--- src/rtl/core/tabulated_sin_cos_asin_top_assert.svh ---
// ----------------------------------------------------------------------------
// Assertion macros for the tabulated sine, cosine and arcsine block
// Clocked implication checks, disabled while reset is held low.
// ----------------------------------------------------------------------------
`ifndef TABULATED_SIN_COS_ASIN_TOP_ASSERT_SVH
`define TABULATED_SIN_COS_ASIN_TOP_ASSERT_SVH

// Same-cycle implication.
`define TSCS_ASSERT_IMPL(label, clk, rst_n, ante, cons, msg) \
    label: assert property (@(posedge clk) disable iff (!rst_n) (ante) |-> (cons)) \
        else $error(msg);

// Next-cycle implication.
`define TSCS_ASSERT_NEXT(label, clk, rst_n, ante, cons, msg) \
    label: assert property (@(posedge clk) disable iff (!rst_n) (ante) |=> (cons)) \
        else $error(msg);

`endif

--- src/rtl/core/tscs_pkg.sv ---
// ----------------------------------------------------------------------------
// tscs_pkg
// Shared types, fixed constants and table builders for the sine, cosine and
// arcsine evaluator.
// ----------------------------------------------------------------------------
package tscs_pkg;

    localparam int ActionWidth   = 2;
    localparam int OperandWidth  = 32;
    localparam int ResultWidth   = 18;
    localparam int InterpBits    = 16;
    localparam int ScaleFracBits = 32;

    localparam logic [31:0] HalfPiQ30    = 32'd1686629713;
    localparam logic [31:0] TwoOverPiQ32 = 32'd2734261102;

    typedef enum logic [ActionWidth-1:0] {
        ACT_SINE   = 2'd0,
        ACT_COSINE = 2'd1,
        ACT_ASIN   = 2'd2
    } t_action;

    // Per-item control carried alongside the table read.
    typedef struct packed {
        t_action act;
        logic    negate;
        logic    sat;
        logic    lo_top;
        logic    hi_top;
    } t_item_ctrl;

    function automatic logic [63:0] round_q30(input logic [63:0] v, input int fb);
        return (v + (64'd1 << (29 - fb))) >> (30 - fb);
    endfunction

    function automatic logic [63:0] half_pi_fixed(input int fb);
        return round_q30(64'(HalfPiQ30), fb);
    endfunction

    // Taylor series of sine in Q30, eight terms after the first.
    function automatic logic [63:0] sin_q30(input logic [63:0] x);
        logic [63:0] x2;
        logic [63:0] term;
        logic [63:0] acc;
        x2   = (x * x) >> 30;
        term = x;
        acc  = x;
        term = ((term * x2) >> 30) / 6;
        acc  = acc - term;
        term = ((term * x2) >> 30) / 20;
        acc  = acc + term;
        term = ((term * x2) >> 30) / 42;
        acc  = acc - term;
        term = ((term * x2) >> 30) / 72;
        acc  = acc + term;
        term = ((term * x2) >> 30) / 110;
        acc  = acc - term;
        term = ((term * x2) >> 30) / 156;
        acc  = acc + term;
        term = ((term * x2) >> 30) / 210;
        acc  = acc - term;
        term = ((term * x2) >> 30) / 272;
        acc  = acc + term;
        return acc;
    endfunction

    function automatic logic [63:0] sine_entry(input logic [63:0] idx, input int tb,
                                               input int fb);
        logic [63:0] x;
        x = (idx * 64'(HalfPiQ30)) >> tb;
        return round_q30(sin_q30(x), fb);
    endfunction

    // Largest Q30 angle whose sine does not exceed idx / 2^tb.
    function automatic logic [63:0] asin_entry(input logic [63:0] idx, input int tb,
                                               input int fb);
        logic [63:0] y;
        logic [63:0] lo;
        logic [63:0] hi;
        logic [63:0] mid;
        y   = idx << (30 - tb);
        lo  = '0;
        hi  = 64'(HalfPiQ30);
        mid = '0;
        for (int n = 0; n < 32; n++) begin
            if (lo < hi) begin
                mid = lo + ((hi - lo + 64'd1) >> 1);
                if (sin_q30(mid) <= y) begin
                    lo = mid;
                end else begin
                    hi = mid - 64'd1;
                end
            end
        end
        return round_q30(lo, fb);
    endfunction

endpackage

--- src/rtl/core/tscs_interp.sv ---
// ----------------------------------------------------------------------------
// tscs_interp
// Linear interpolation between two table samples: weighted products, then
// rounding, saturation override and sign.
// ----------------------------------------------------------------------------
module tscs_interp #(
    parameter int FRACTION_BITS = 16,
    parameter int WEIGHT_BITS   = 16
) (
    input  logic                                    i_clk,
    input  logic                                    i_en_c,
    input  logic                                    i_en_d,
    input  tscs_pkg::t_item_ctrl                    i_ctrl,
    input  logic        [WEIGHT_BITS-1:0]           i_weight,
    input  logic        [FRACTION_BITS:0]           i_sin_lo,
    input  logic        [FRACTION_BITS:0]           i_sin_hi,
    input  logic        [FRACTION_BITS:0]           i_asin_lo,
    input  logic        [FRACTION_BITS:0]           i_asin_hi,
    output logic signed [tscs_pkg::ResultWidth-1:0] o_result,
    output logic                                    o_asin_sat
);

    localparam int ValueBits = FRACTION_BITS + 1;
    localparam int ProdBits  = ValueBits + WEIGHT_BITS + 1;
    localparam int RW        = tscs_pkg::ResultWidth;
    localparam int WideBits  = (ValueBits > RW) ? ValueBits : RW;

    localparam logic [FRACTION_BITS:0] OneFix    = {1'b1, {FRACTION_BITS{1'b0}}};
    localparam logic [FRACTION_BITS:0] HalfPiFix =
        ValueBits'(tscs_pkg::half_pi_fixed(FRACTION_BITS));
    localparam logic [WEIGHT_BITS:0]   WeightOne = {1'b1, {WEIGHT_BITS{1'b0}}};
    localparam logic [ProdBits-1:0]    RoundHalf = ProdBits'(1) << (WEIGHT_BITS - 1);

    // ---------------- products ----------------
    logic [FRACTION_BITS:0] w_a;
    logic [FRACTION_BITS:0] w_b;
    logic [WEIGHT_BITS:0]   w_wlo;

    logic [ProdBits-1:0]    n_c_plo;
    logic [ProdBits-1:0]    n_c_phi;
    tscs_pkg::t_item_ctrl   r_c_ctrl;
    logic [ProdBits-1:0]    r_c_plo;
    logic [ProdBits-1:0]    r_c_phi;

    always_comb begin
        // Samples past the last entry are the fixed end points.
        if (i_ctrl.act == tscs_pkg::ACT_ASIN) begin
            w_a = i_ctrl.lo_top ? HalfPiFix : i_asin_lo;
            w_b = i_ctrl.hi_top ? HalfPiFix : i_asin_hi;
        end else begin
            w_a = i_ctrl.lo_top ? OneFix : i_sin_lo;
            w_b = i_ctrl.hi_top ? OneFix : i_sin_hi;
        end
        w_wlo   = WeightOne - {1'b0, i_weight};
        n_c_plo = ProdBits'(w_a) * ProdBits'(w_wlo);
        n_c_phi = ProdBits'(w_b) * ProdBits'(i_weight);
    end

    always_ff @(posedge i_clk) begin
        if (i_en_c) begin
            r_c_ctrl <= i_ctrl;
            r_c_plo  <= n_c_plo;
            r_c_phi  <= n_c_phi;
        end
    end

    // ---------------- round, override, sign ----------------
    logic [ProdBits-1:0]    w_sum;
    logic [FRACTION_BITS:0] w_val;
    logic [FRACTION_BITS:0] w_mag;
    logic [WideBits-1:0]    w_wide;
    logic [RW-1:0]          w_mag_res;
    logic [RW-1:0]          n_d_result;
    logic [RW-1:0]          r_d_result;
    logic                   r_d_flag;

    always_comb begin
        w_sum = r_c_plo + r_c_phi + RoundHalf;
        w_val = w_sum[WEIGHT_BITS +: ValueBits];

        unique case (r_c_ctrl.act)
            tscs_pkg::ACT_SINE, tscs_pkg::ACT_COSINE: w_mag = w_val;
            tscs_pkg::ACT_ASIN: w_mag = r_c_ctrl.sat ? HalfPiFix : w_val;
            default:            w_mag = '0;
        endcase

        w_wide     = WideBits'(w_mag);
        w_mag_res  = w_wide[RW-1:0];
        n_d_result = r_c_ctrl.negate ? (RW'(0) - w_mag_res) : w_mag_res;
    end

    always_ff @(posedge i_clk) begin
        if (i_en_d) begin
            r_d_result <= n_d_result;
            r_d_flag   <= r_c_ctrl.sat;
        end
    end

    assign o_result   = signed'(r_d_result);
    assign o_asin_sat = r_d_flag;

endmodule

--- config.mk ---
export PLATFORM = sky130hd
export DESIGN_NAME = tscs_interp
export DESIGN_NICKNAME = d
export VERILOG_FILES = /design/src/rtl/core/tabulated_sin_cos_asin_top_assert.svh /design/src/rtl/core/tscs_pkg.sv /design/src/rtl/core/tscs_interp.sv
export SDC_FILE = /design/constraint.sdc
export NUM_CORES = 2
export LEC_CHECK = 0
export ABC_AREA = 1
export BUFFER_PORTS_ARGS = -buffer_cell sky130_fd_sc_hd__buf_2
export CAP_MARGIN = 20
export CORE_MARGIN = 10
export CORE_UTILIZATION = 47
export CTS_CLUSTER_DIAMETER = 30
export DETAILED_ROUTE_END_ITERATION = 8
export HOLD_SLACK_MARGIN = 0.05
export PLACE_DENSITY = 0.66
export SYNTH_ARGS = -nofsm -noshare
export SYNTH_HDL_FRONTEND = slang
export SYNTH_SLANG_ARGS = --single-unit
--- constraint.sdc ---
create_clock -name i_clk -period 20.6 [get_ports i_clk]
set_input_delay 1.03 -clock i_clk [delete_from_list [all_inputs] [get_ports i_clk]]
set_output_delay 1.03 -clock i_clk [all_outputs]
set_load 0.1 [all_outputs]
==> Yosys cells after proc, flatten, opt, wreduce, memory -nomap -nowiden <==
Index checks and enable logic that the tools add are counted.
{ "totals": {"register_bits": 89, "latchBits": 0, "mem_count": 0, "word_cells": 28, "mem_bits_rw": 0, "input_bits": 93, "mem_bits_ro": 0} }
{ "op_classes": {"div": 0, "mul": 2, "n_lt_le_gt_ge": 0, "eq_ne": 3, "shifts": 0, "reduce_logical": 2, "n_addsub": 4, "mux": 9, "bitwise_logic": 0} }
{ "op_table": {"columns": ["cell", "count"], "rows": [
  ["17-bit two-way mux", 8],
  ["17-bit one-hot mux with 2 select lines", 1],
  ["33-bit by 16-bit adder with 33-bit output (second input constant)", 1],
  ["33-bit adder", 1],
  ["17-bit by 16-bit multiplier with 33-bit output", 1],
  ["17-bit by 17-bit multiplier with 33-bit output", 1],
  ["1-bit by 17-bit subtractor with 18-bit output (first input constant)", 1],
  ["17-bit by 16-bit subtractor with 17-bit output (first input constant)", 1],
  ["2-bit == test (second input constant)", 2],
  ["2-bit by 1-bit == test with 1-bit output (second input constant)", 1],
  ["2-bit zero test", 1],
  ["2-bit OR reduction", 1]
]} }

==> Logic depth before layout (Yosys ltp) <==
{ "depth": {"word_depth": 6, "mapped_depth": 36} }

==> Least setup slack after synthesis <==
No wires, ideal clock.
{ "synth_timing": {"path_kind": "input port to flip-flop", "startpoint": "in i_weight[0]", "endpoint": "reg r_c_plo[30], data pin", "n_path_buf": 3, "t_arrival_ns": 7.489, "setup_ns": 0.260, "path_stages": 36, "required_time_ns": 20.340, "setup_slack_ns": 12.851, "path_cell_list": "inv_1 -> clkbuf_1 -> ha_1 -> inv_1 -> nor3_1 -> inv_1 -> nor2_1 -> nand2_1 -> o21ai_0 -> and2_1 -> clkbuf_1 -> clkbuf_1 -> nand2_1 -> fa_1 -> inv_1 -> fa_1 -> inv_1 -> fa_1 -> inv_1 -> fa_1 -> fa_1 -> inv_1 -> fa_1 -> inv_1 -> ha_1 -> a21oi_1 -> inv_1 -> a21oi_1 -> o21bai_1 -> a21oi_1 -> o21bai_1 -> nand2_1 -> nand2_1 -> nand2_1 -> nand2_1 -> xor2_1"} }
{ "synth_via": {"elab_chain_len": 2} }
{ "synth_rtl": {"columns": ["item", "line_no", "source"], "rows": [
  ["start, declared", "tscs_interp.sv:14", "input logic [WEIGHT_BITS-1:0] i_weight,"],
  ["17-bit by 16-bit subtractor with 17-bit output", "tscs_interp.sv:54", "w_wlo = WeightOne - {1'b0, i_weight};"],
  ["17-bit by 17-bit multiplier with 33-bit output", "tscs_interp.sv:55", "n_c_plo = ProdBits'(w_a) * ProdBits'(w_wlo);"],
  ["named net n_c_plo[30]", "tscs_interp.sv:39", "logic [ProdBits-1:0] n_c_plo;"],
  ["end signal, assigned", "tscs_interp.sv:62", "r_c_plo <= n_c_plo;"],
  ["end, declared", "tscs_interp.sv:42", "logic [ProdBits-1:0] r_c_plo;"]
]} }
The timed path passes the listed nets, and every way through them passes these cells.
A chain may end at the register's enable or synchronous reset.

==> Worst setup path in the final report <==
{ "layout_timing": {"startpoint": "in i_weight[0]", "endpoint": "reg r_c_plo[29], data pin"} }
The elaborated chain is that of the path after synthesis.

==> metrics.txt <==
syn_nets 3937; Initial Utilization 0.476; CP required 20.71 ns; Synth Register Bits 89; Ys Warns 0; WP data arrival 9.21 ns; HP Class flop to flop; WL final ~70 mm; fin crit share 0.442; die area 0.0616 mm^2; syn_area_per_cell 7.80 um^2; I/O Pins 112; post-synthesis sequential area ratio 0.109; area leader, netlist fa_1; Cell variety after synth between 40 and 50; Setup Skew 0.00833 ns; cell with the most instances after synthesis nand2_1; Clock transition at path regs 0.07 ns; routed length per instance 18.0 um; number of max-cap violations 0; fillers 5144; Vias 20255; Top FF cell, synth edfxtp_1; DIE HEIGHT between 200 and 250 um; Root Buffer clkbuf_16; clk_lat worst skew approximately 0.36 ns; post-route setup TNS 0 ns; critical path's slowest cell inv_1; # DRC 0; Slew @ Worst Pin 0.948 ns; type of origin of the critical path primary input; hpwl dp 58.6 mm; area delta synth->final 6.39%; # resized after CTS 0; antenna-violating nets left 0; RSZ-0062 raised after global routing false; min Tclk post-route 9.10 ns; post-CTS setup buffers 0; layout cell share with drive strength beyond 1 0.0487; Cells after Synth 3141; ys async rst share 0; crit path max fanout 24; CTS buffer count 9; Slew Limit Fails 0; top cells by area, synth fa_1 (35%), ha_1 (14%), nand2_1 (12%), inv_1 (11%), edfxtp_1 (11%); max incr delay on CP between 0.6 and 0.7 ns; Die X approximately 250 um; gpl congestion 0.940; CTS tree yes; first-pass iteration count of the detailed router 5; hold_buf cts 0; GRT Util Overall 0.235; H-tree levels 3; status finished, final reports clean; largest net degree at the start of global routing 71; gr ovfl total 0; top cell type's share of synthesized area 0.352; number of synthesized flops with an enable pin 89; clock buffer depth 2; type of destination of the critical path flop; WS Path Type primary input to flop; final hold vios 0; via/cell ratio 5.21; first-pass GRT wire length around 110 mm; commonest cells in the netlist nand2_1 (815), inv_1 (716), fa_1 (431); initial antenna violation count 3; clk sinks 89; core area 0.0515 mm^2; IO Port Bufs 111; synthesized area 0.0245 mm^2; fmax 110 MHz; DR iter-0 viols 1588; # setup viols final 0; vias in the first global route 21310; fin nets 3995; relative slew slack 0.364; row cnt 83
-- routing by layer --
metal | up-vias | wire (um) | GRT usage
met2 | 731 | 32100 | 0.385
li1 | 9493 | - | -
met5 | - | 72 | 0.00794
met3 | 106 | 5290 | 0.0365
met1 | 9923 | 30500 | 0.317
met4 | 2 | 1790 | 0.0654
-- sequential cells by signal, summed over array words and instances (netlist names) --
name        cells
o_result       18
r_c_plo        33
r_c_ctrl        4
o_asin_sat      1
r_c_phi        33
-- final cells by class --
class                   count  area, um^2  share of cell area
multi-input cells        2241       18800               0.721
inverters                 739        2780               0.107
flip-flops and latches     89        2670               0.103
well taps                 680         851              0.0327
repair buffers            119         616              0.0236
clock buffers              11         233             0.00893
clock inverters             5         104             0.00399
diodes                      4        10.0            0.000384
-- critical path: cells and delay by family --
family / cells / cell delay (ns)
fa+ha+maj: 8 / 3.46
simple gates: 13 / 2.41
buf+inv: 8 / 1.66
compound gates: 2 / 0.44
xor+xnor: 1 / 0.15
-- layout by cell type, fill, tap and decap left out, types with 5 or more instances in the layout --
cell       count
nand4_1       17
xnor2_1       29
xor2_1        46
o21ai_0       58
or2_2          7
o21bai_1      14
edfxtp_1      89
buf_2        111
clkinv_1      20
fa_1         431
nor4_1         5
buf_4          8
clkbuf_16      9
nor3_1        19
nand3_1       73
ha_1         272
nor2_1       312
a21oi_1       90
inv_1        716
a31oi_1        8
nand2_1      815
-- worst paths after layout --
| kind | start | to | slack [ns] | cells after the start |
|---|---|---|---|---|
| setup / recovery | i_weight[0] | r_c_plo[29]$_DFFE_PP_ | 11.50 | 32 |
| hold / removal | r_c_ctrl[2]$_DFFE_PP_ | o_asin_sat$_DFFE_PP_ | 0.49 | 0 |
| setup reg to reg | r_c_phi[10]$_DFFE_PP_ | o_result[14]$_DFFE_PP_ | 17.38 | 19 |
| hold reg to reg | r_c_ctrl[2]$_DFFE_PP_ | o_asin_sat$_DFFE_PP_ | 0.49 | 0 |
-- per-stage QoR --
stage / utilization / hold slack [ns] / cells / instance area (um^2) / setup WS [ns]
2_1_floorplan: - / 0.444 / 3141 / 24500 / 12.85
3_3_place_gp: 0.499 / 0.475 / 3868 / 25700 / 11.14
3_5_place_dp: 0.499 / 0.476 / 3868 / 25700 / 11.31
4_1_cts: 0.506 / 0.492 / 3884 / 26000 / 11.65
5_1_grt: 0.506 / 0.520 / 3887 / 26100 / 10.98
6_report: 0.506 / 0.490 / 3888 / 26100 / 11.50
-- logic make-up (layout without fill, tap and decap cells) --
| logic type | count (synthesis) | in the layout | synth area share |
|---|---|---|---|
| other | 0 | 4 | 0 |
| adder cells (fa/ha/maj) | 703 | 703 | 0.491 |
| XOR/XNOR | 75 | 75 | 0.0268 |
| flip-flops | 89 | 89 | 0.109 |
| AO/OA/AOI/OAI | 194 | 194 | 0.0439 |
| buffers and inverters | 811 | 874 | 0.124 |
| AND/OR/NAND/NOR | 1269 | 1269 | 0.205 |
Power is not shown: default switching activity piles up to over one toggle a cycle in this logic, so the estimate is an artifact.
