### src/rtl/core/tabulated_sin_cos_asin_top_assert.svh
// ----------------------------------------------------------------------------
// Assertion macros for the tabulated sine, cosine and arcsine block
// Clocked implication checks, disabled while reset is held low.
// ----------------------------------------------------------------------------
`ifndef TABULATED_SIN_COS_ASIN_TOP_ASSERT_SVH
`define TABULATED_SIN_COS_ASIN_TOP_ASSERT_SVH

// Same-cycle implication.
`define TSCS_ASSERT_IMPL(label, clk, rst_n, ante, cons, msg) \
    label: assert property (@(posedge clk) disable iff (!rst_n) (ante) |-> (cons)) \
        else $error(msg);

// Next-cycle implication.
`define TSCS_ASSERT_NEXT(label, clk, rst_n, ante, cons, msg) \
    label: assert property (@(posedge clk) disable iff (!rst_n) (ante) |=> (cons)) \
        else $error(msg);

`endif

### src/rtl/core/tscs_pkg.sv
// ----------------------------------------------------------------------------
// tscs_pkg
// Shared types, fixed constants and table builders for the sine, cosine and
// arcsine evaluator.
// ----------------------------------------------------------------------------
package tscs_pkg;

    localparam int ActionWidth   = 2;
    localparam int OperandWidth  = 32;
    localparam int ResultWidth   = 18;
    localparam int InterpBits    = 16;
    localparam int ScaleFracBits = 32;

    localparam logic [31:0] HalfPiQ30    = 32'd1686629713;
    localparam logic [31:0] TwoOverPiQ32 = 32'd2734261102;

    typedef enum logic [ActionWidth-1:0] {
        ACT_SINE   = 2'd0,
        ACT_COSINE = 2'd1,
        ACT_ASIN   = 2'd2
    } t_action;

    // Per-item control carried alongside the table read.
    typedef struct packed {
        t_action act;
        logic    negate;
        logic    sat;
        logic    lo_top;
        logic    hi_top;
    } t_item_ctrl;

    function automatic logic [63:0] round_q30(input logic [63:0] v, input int fb);
        return (v + (64'd1 << (29 - fb))) >> (30 - fb);
    endfunction

    function automatic logic [63:0] half_pi_fixed(input int fb);
        return round_q30(64'(HalfPiQ30), fb);
    endfunction

    // Taylor series of sine in Q30, eight terms after the first.
    function automatic logic [63:0] sin_q30(input logic [63:0] x);
        logic [63:0] x2;
        logic [63:0] term;
        logic [63:0] acc;
        x2   = (x * x) >> 30;
        term = x;
        acc  = x;
        term = ((term * x2) >> 30) / 6;
        acc  = acc - term;
        term = ((term * x2) >> 30) / 20;
        acc  = acc + term;
        term = ((term * x2) >> 30) / 42;
        acc  = acc - term;
        term = ((term * x2) >> 30) / 72;
        acc  = acc + term;
        term = ((term * x2) >> 30) / 110;
        acc  = acc - term;
        term = ((term * x2) >> 30) / 156;
        acc  = acc + term;
        term = ((term * x2) >> 30) / 210;
        acc  = acc - term;
        term = ((term * x2) >> 30) / 272;
        acc  = acc + term;
        return acc;
    endfunction

    function automatic logic [63:0] sine_entry(input logic [63:0] idx, input int tb,
                                               input int fb);
        logic [63:0] x;
        x = (idx * 64'(HalfPiQ30)) >> tb;
        return round_q30(sin_q30(x), fb);
    endfunction

    // Largest Q30 angle whose sine does not exceed idx / 2^tb.
    function automatic logic [63:0] asin_entry(input logic [63:0] idx, input int tb,
                                               input int fb);
        logic [63:0] y;
        logic [63:0] lo;
        logic [63:0] hi;
        logic [63:0] mid;
        y   = idx << (30 - tb);
        lo  = '0;
        hi  = 64'(HalfPiQ30);
        mid = '0;
        for (int n = 0; n < 32; n++) begin
            if (lo < hi) begin
                mid = lo + ((hi - lo + 64'd1) >> 1);
                if (sin_q30(mid) <= y) begin
                    lo = mid;
                end else begin
                    hi = mid - 64'd1;
                end
            end
        end
        return round_q30(lo, fb);
    endfunction

endpackage

### src/rtl/core/tscs_front.sv
// ----------------------------------------------------------------------------
// tscs_front
// Angle scaling and arcsine magnitude (first stage), then quadrant folding
// and table address generation (second stage, alongside the table read).
// ----------------------------------------------------------------------------
module tscs_front #(
    parameter int TABLE_BITS    = 10,
    parameter int FRACTION_BITS = 16,
    parameter int WEIGHT_BITS   = 16
) (
    input  logic                                     i_clk,
    input  logic                                     i_en_a,
    input  logic                                     i_en_b,
    input  logic        [tscs_pkg::ActionWidth-1:0]  i_action,
    input  logic signed [tscs_pkg::OperandWidth-1:0] i_operand,
    output logic        [TABLE_BITS-1:0]             o_addr_lo,
    output logic        [TABLE_BITS-1:0]             o_addr_hi,
    output tscs_pkg::t_item_ctrl                     o_ctrl,
    output logic        [WEIGHT_BITS-1:0]            o_weight
);

    localparam int IB        = tscs_pkg::InterpBits;
    localparam int PhaseBits = TABLE_BITS + IB + 2;
    localparam int ShiftAmt  = FRACTION_BITS + tscs_pkg::ScaleFracBits - TABLE_BITS - IB;
    localparam int OpW       = tscs_pkg::OperandWidth;

    localparam logic [TABLE_BITS:0] TableSize = {1'b1, {TABLE_BITS{1'b0}}};

    // ---------------- first stage ----------------
    logic signed [OpW:0]                     w_scale;
    logic signed [2*OpW:0]                   w_prod;
    logic        [OpW-1:0]                   w_raw;
    logic        [OpW-1:0]                   w_mag;
    logic        [FRACTION_BITS+TABLE_BITS-1:0] w_scaled;

    logic [PhaseBits-1:0]      n_a_phase;
    tscs_pkg::t_action         n_a_act;
    logic                      n_a_neg;
    logic                      n_a_sat;
    logic [TABLE_BITS-1:0]     n_a_aidx;
    logic [FRACTION_BITS-1:0]  n_a_arem;

    logic [PhaseBits-1:0]      r_a_phase;
    tscs_pkg::t_action         r_a_act;
    logic                      r_a_neg;
    logic                      r_a_sat;
    logic [TABLE_BITS-1:0]     r_a_aidx;
    logic [FRACTION_BITS-1:0]  r_a_arem;

    assign w_scale  = {1'b0, tscs_pkg::TwoOverPiQ32};
    assign w_prod   = i_operand * w_scale;
    assign w_raw    = unsigned'(i_operand);
    assign w_mag    = i_operand[OpW-1] ? (~w_raw + {{(OpW-1){1'b0}}, 1'b1}) : w_raw;
    assign w_scaled = {w_mag[FRACTION_BITS-1:0], {TABLE_BITS{1'b0}}};

    always_comb begin
        n_a_phase = w_prod[ShiftAmt +: PhaseBits];
        n_a_act   = tscs_pkg::t_action'(i_action);
        n_a_neg   = i_operand[OpW-1];
        n_a_sat   = (n_a_act == tscs_pkg::ACT_ASIN) && (|w_mag[OpW-1:FRACTION_BITS]);
        n_a_aidx  = w_scaled[FRACTION_BITS +: TABLE_BITS];
        n_a_arem  = w_scaled[FRACTION_BITS-1:0];
    end

    always_ff @(posedge i_clk) begin
        if (i_en_a) begin
            r_a_phase <= n_a_phase;
            r_a_act   <= n_a_act;
            r_a_neg   <= n_a_neg;
            r_a_sat   <= n_a_sat;
            r_a_aidx  <= n_a_aidx;
            r_a_arem  <= n_a_arem;
        end
    end

    // ---------------- second stage ----------------
    logic [1:0]             w_quad;
    logic [TABLE_BITS-1:0]  w_sidx;
    logic [IB-1:0]          w_srem;
    logic [TABLE_BITS:0]    w_slo;
    logic [IB-1:0]          w_sw;
    logic [TABLE_BITS:0]    w_lo;
    logic [TABLE_BITS:0]    w_hi;

    tscs_pkg::t_item_ctrl   n_b_ctrl;
    logic [WEIGHT_BITS-1:0] n_b_weight;
    tscs_pkg::t_item_ctrl   r_b_ctrl;
    logic [WEIGHT_BITS-1:0] r_b_weight;

    always_comb begin
        w_quad = r_a_phase[PhaseBits-1 -: 2]
               + {1'b0, (r_a_act == tscs_pkg::ACT_COSINE)};
        w_sidx = r_a_phase[IB +: TABLE_BITS];
        w_srem = r_a_phase[IB-1:0];

        // Mirror odd quadrants; a zero fraction lands exactly on an entry.
        if (w_quad[0]) begin
            if (w_srem == '0) begin
                w_slo = TableSize - {1'b0, w_sidx};
                w_sw  = '0;
            end else begin
                w_slo = TableSize - {1'b0, w_sidx} - {{TABLE_BITS{1'b0}}, 1'b1};
                w_sw  = '0 - w_srem;
            end
        end else begin
            w_slo = {1'b0, w_sidx};
            w_sw  = w_srem;
        end

        n_b_ctrl.act    = r_a_act;
        n_b_ctrl.sat    = r_a_sat;
        n_b_ctrl.negate = 1'b0;
        w_lo            = w_slo;
        n_b_weight      = WEIGHT_BITS'(w_sw) << (WEIGHT_BITS - IB);

        unique case (r_a_act)
            tscs_pkg::ACT_SINE, tscs_pkg::ACT_COSINE: begin
                n_b_ctrl.negate = w_quad[1];
            end
            tscs_pkg::ACT_ASIN: begin
                n_b_ctrl.negate = r_a_neg;
                w_lo            = {1'b0, r_a_aidx};
                n_b_weight      = WEIGHT_BITS'(r_a_arem) << (WEIGHT_BITS - FRACTION_BITS);
            end
            default: begin
                n_b_ctrl.negate = 1'b0;
            end
        endcase

        w_hi            = w_lo + {{TABLE_BITS{1'b0}}, 1'b1};
        n_b_ctrl.lo_top = w_lo[TABLE_BITS];
        n_b_ctrl.hi_top = w_hi[TABLE_BITS];
    end

    always_ff @(posedge i_clk) begin
        if (i_en_b) begin
            r_b_ctrl   <= n_b_ctrl;
            r_b_weight <= n_b_weight;
        end
    end

    assign o_addr_lo = w_lo[TABLE_BITS-1:0];
    assign o_addr_hi = w_hi[TABLE_BITS-1:0];
    assign o_ctrl    = r_b_ctrl;
    assign o_weight  = r_b_weight;

endmodule

### config.mk
export PLATFORM = sky130hd
export DESIGN_NAME = tscs_front
export DESIGN_NICKNAME = d
export VERILOG_FILES = /design/src/rtl/core/tabulated_sin_cos_asin_top_assert.svh /design/src/rtl/core/tscs_pkg.sv /design/src/rtl/core/tscs_front.sv
export SDC_FILE = /design/constraint.sdc
export NUM_CORES = 1
export LEC_CHECK = 0
export BUFFER_PORTS_ARGS = -buffer_cell sky130_fd_sc_hd__buf_2
export CORE_MARGIN = 5
export CORE_UTILIZATION = 65
export CTS_BUF_LIST = sky130_fd_sc_hd__clkbuf_4
export DETAILED_ROUTE_END_ITERATION = 8
export PLACE_DENSITY = 0.83
export SLEW_MARGIN = 20
export SYNTH_ARGS = -nofsm -noshare
export SYNTH_HDL_FRONTEND = slang
export SYNTH_SLANG_ARGS = --single-unit
### constraint.sdc
create_clock -name i_clk -period 10 [get_ports i_clk]
set_input_delay 0.5 -clock i_clk [delete_from_list [all_inputs] [get_ports i_clk]]
set_output_delay 0.5 -clock i_clk [all_outputs]
set_load 0.02 [all_outputs]
# Word-level counts from Yosys, hierarchy flattened

Cells that the tools add are included.
W data, S select, Z words.

Register bits: 70
Bits of input ports: 37
Output and inout port bits: 42

$add $sub $neg: 6
$mul: 1
Equal/unequal tests: 3
Mux-type cells: 8
Bitwise logic cells: 1
Reduce and logical (&&, ||, !) cells: 5

Operator list:

| kind                     | number |
|---|---|
| $mul A32 B32 Y49 const B | 1 |
| $mux W16                 | 3 |
| $mux W11                 | 3 |
| $add A32 B1 Y32 const B  | 1 |
| $mux W32                 | 1 |
| $not A32 Y32             | 1 |
| $logic_not A16 Y1        | 1 |
| $reduce_or A16 Y1        | 1 |
| $sub A1 B16 Y16 const A  | 1 |
| $add A11 B1 Y11 const B  | 1 |
| $sub A11 B1 Y11 const B  | 1 |
| $sub A11 B10 Y11 const A | 1 |
| $eq A2 B2 Y1 const B     | 2 |
| $add A2 B1 Y2            | 1 |
| $eq A2 B1 Y1 const B     | 1 |
| $logic_not A2 Y1         | 1 |
| $pmux W1 S2              | 1 |
| $reduce_or A2 Y1         | 1 |
| $logic_and A1 B1 Y1      | 1 |

# Longest topological paths before layout

Word-level depth: 6
Gate-level depth with buffers: 26
Mapped depth without buffers: 26

# Worst setup path after synthesis

Ideal clock, no wire load.

Path type: input port to flip-flop
From: in i_operand[11] in the netlist's numbering
To: reg r_a_phase[27] (data pin)
Setup time: 259 ps
Data arrival time: 6,848 ps
Required time: 9,741 ps
Setup slack: 2,892 ps
Stages: 24
Path through: inv_1 -> ha_1 -> xor2_1 -> ha_1 -> inv_1 -> fa_1 -> fa_1 -> fa_1 -> inv_1 -> fa_1 -> fa_1 -> inv_1 -> fa_1 -> inv_1 -> ha_1 -> a211oi_1 -> nand2_1 -> a2111oi_0 -> nand3_1 -> a41o_1 -> o221ai_1 -> o21ai_0 -> a21oi_1 -> xnor2_1

Cells in the longest elaborated chain, start to end: 1

RTL lines:

| what                   | RTL line         | source |
|---|---|---|
| start: declaration     | tscs_front.sv:15 | `input logic signed [tscs_pkg::OperandWidth-1:0] i_operand,` |
| $mul A32 B32 Y49       | tscs_front.sv:51 | `assign w_prod = i_operand * w_scale;` |
| named net w_prod[49]   | tscs_front.sv:31 | `logic signed [2*OpW:0] w_prod;` |
| end signal: assignment | tscs_front.sv:67 | `r_a_phase <= n_a_phase;` |
| end: declaration       | tscs_front.sv:43 | `logic [PhaseBits-1:0] r_a_phase;` |

The timed path passes the listed nets, and every way through them passes these cells.
A chain may end at the register's enable or synchronous reset.

# Final worst setup path

From: in i_operand[8] in the netlist's numbering
To: reg r_a_phase[27] (data pin)

The elaborated chain is that of the path after synthesis.

==> out/summary.txt <==
Routed Antenna Nets = 0
Post-CTS Resized = 0
Via density = 5.58
IO Port Bufs = 78
clk buf depth = 2
crit start category = primary input
largest family of logic cells by synthesized area = adder cells
H-tree levels = 3
CTS Hold Bufs = 0
first-pass GRT wire length = 83200 um
clock-pin slew on the worst setup and hold paths = 0.11 ns
CP Buf/Inv Count = 5
post-synthesis mux area share = 0.759%
Starting Density = 65.7%
post-synthesis simple-gate area fraction = 5.31%
Placed Cells = 2454
Die H = 186 um
Storage cell area = 2100 um2
total CTS buffers = 9
RSZ-0062 raised after global routing = no
xor and xnor area share after synthesis = 4.57%
Final Hold Vio Count = 0
clock tree sinks = 70
Synth-to-Final Area Change = 4.98%
clock latency on the worst-skew pair = 0.43 ns
number of enable flip-flop cells after synthesis = 70
post-route non-filler standard cell count = 2471
layout cells sized above 1 = 6.03%
Final period util = 85.2%
drt first pass iters = 5
status = completed
global placer's final weighted congestion = 1.01
most frequent cells in the layout = inv_1, fa_1, ha_1, buf_2, edfxtp_1
Final Slew Violations = 0
Distinct cells, synth = 74
final routed DRC violation total = 0
pin count of the biggest net entering global routing = 49
residual overflow from global routing = 0
GRT Resource Usage Total = 32.2%
syn nets = 2755
vias in the first global route = 15161
Worst Clk Skew = 0.0169 ns
post-DP HPWL = 47900 um
Die ar. = 34600 um2
Multi-input gate area = 15400 um2
Worst Tran Pin Value = 1.04 ns
Total Neg Setup Slack = 0 ns
slowest CP cell = a2111oi_0
crit path kind = in -> reg
Detailed Route WL = 53700 um
syn avg cell area = 10.1 um2
row count = 64
top cells by area, synth = fa_1, ha_1, inv_1
IO Count = 79
slowest stage delay, CP = 0.93 ns
Final min period = 8.52 ns
Synth area leader = fa_1
setup bufs post-CTS = 0
Yosys reg bits = 70
fillers = 2362
Post-Syn Area = 20100 um2
R2R depth = 10
Post-synth ARST share = 0%
most common cell after layout, fill and taps aside = inv_1
clk root buf = clkbuf_4
Yosys top cell area share = 40.0%
CP delay by family, top = adder cells
Finish-stage setup viols = 0
Crit path depth = 24
fmax = 0.117 GHz
drt initial violations = 1010
Critical Path Fanout Max = 11
CTS tree = built
arrival time worst endpoint = 8.69 ns
initial antenna violation count = 5
nature of the critical path endpoint = flip-flop
Synth Area in Adders = 60.0%
Main synth FF type = edfxtp_1
Crit path required time = 10.17 ns
drt wl/cell = 21.7 um
yosys warns = 0
Min-Delay Path Depth = 1
via count = 13792
Worst Hold Class = in -> reg
Max Cap Viol = 0
sequential element share of the synthesized area = 10.5%
Final nets = 2829
Core ar. = 30600 um2
Worst slew margin = 30.4%
Synth Area in Compound Gates = 5.71%
CP Cell Sequence = buf_2, inv_1, ha_1, xor2_1, a22oi_1, fa_1, fa_1, fa_1, inv_1, fa_1, fa_1, inv_1, fa_1, inv_1, ha_1, a211oi_1, nand2_1, a2111oi_0, nand3_1, a41o_1, o221ai_1, o21ai_0, a21oi_1, xnor2_1
Syn Inst Count = 1995
CP most frequent cell = fa_1
Die Wd = 186 um
worst paths after layout:
kind / startpoint / to / slack [ns]
worst max-delay path: i_operand[8] / r_a_phase[27] / 1.48
worst min-delay path: i_action[0] / r_a_act[0] / 0.29
worst max register to register: r_a_act[0] / o_ctrl[0] / 6.44
worst min register to register: r_a_sat / o_ctrl[2] / 0.46
synthesized netlist by cell type, drive strengths merged (7+ instances only):
master	count
nand3	19
clkbuf	12
buf	7
and3	11
a21oi	42
mux2	7
xnor2	70
nor4	8
inv	685
nor2	46
ha	321
nand2	63
nor3	19
o21ai	36
fa	402
a211oi	7
edfxtp	70
a31oi	12
mux2i	7
o31ai	8
nand4	8
or3	7
a21o	10
xor2	34
routing by layer:
metal | GRT usage, % | vias to the layer above | share of wire, %
li1 | - | 6192 | -
met1 | 44.8 | 6893 | 41
met2 | 52.8 | 603 | 47
met3 | 5.12 | 100 | 8.2
met4 | 9.21 | 4 | 3.1
met5 | 0 | - | 0.054
sequential cells by signal, indices dropped and copies added, names as in the netlist:
signal,cells
r_a_act,2
r_a_phase,28
r_a_sat,1
r_a_aidx,10
r_a_neg,1
o_ctrl,6
o_weight,16
r_a_arem,6
kinds of logic (layout without fill, tap and decap cells):
kind of cell               Yosys count  after routing
xor gates and xnor gates           104            104
muxes                               14             14
and+or+nand+nor                    213            213
DFF                                 70             70
other                                0              1
buffers and inverters              704            783
AOI/OAI and AO/OA                  167            167
adders and majority gates          723            723
metrics by stage:
step                      utilization [%]  area (um2)  hold WS [ns]  setup slack [ns]
after CTS                            69.0       21100         0.269              1.68
after global routing                 69.0       21100         0.265              1.28
after global placement               68.5       20900         0.448              1.08
final                                69.0       21100         0.293              1.48
after detailed placement             68.5       20900         0.434              1.21
after floorplan                         -       20100         0.400              2.89
area by class of cell:
type	count	area share, %
Antenna cell	1	0.0119
Clock buffer	9	0.320
Clock inverter	7	0.456
Inverter	685	12.2
Multi-Input combinational cell	1221	72.7
Sequential cell	70	9.96
Tap cell	396	2.35
Timing Repair Buffer	82	1.99
Power is not shown: default switching activity piles up to over one toggle a cycle in this logic, so the estimate is an artifact.
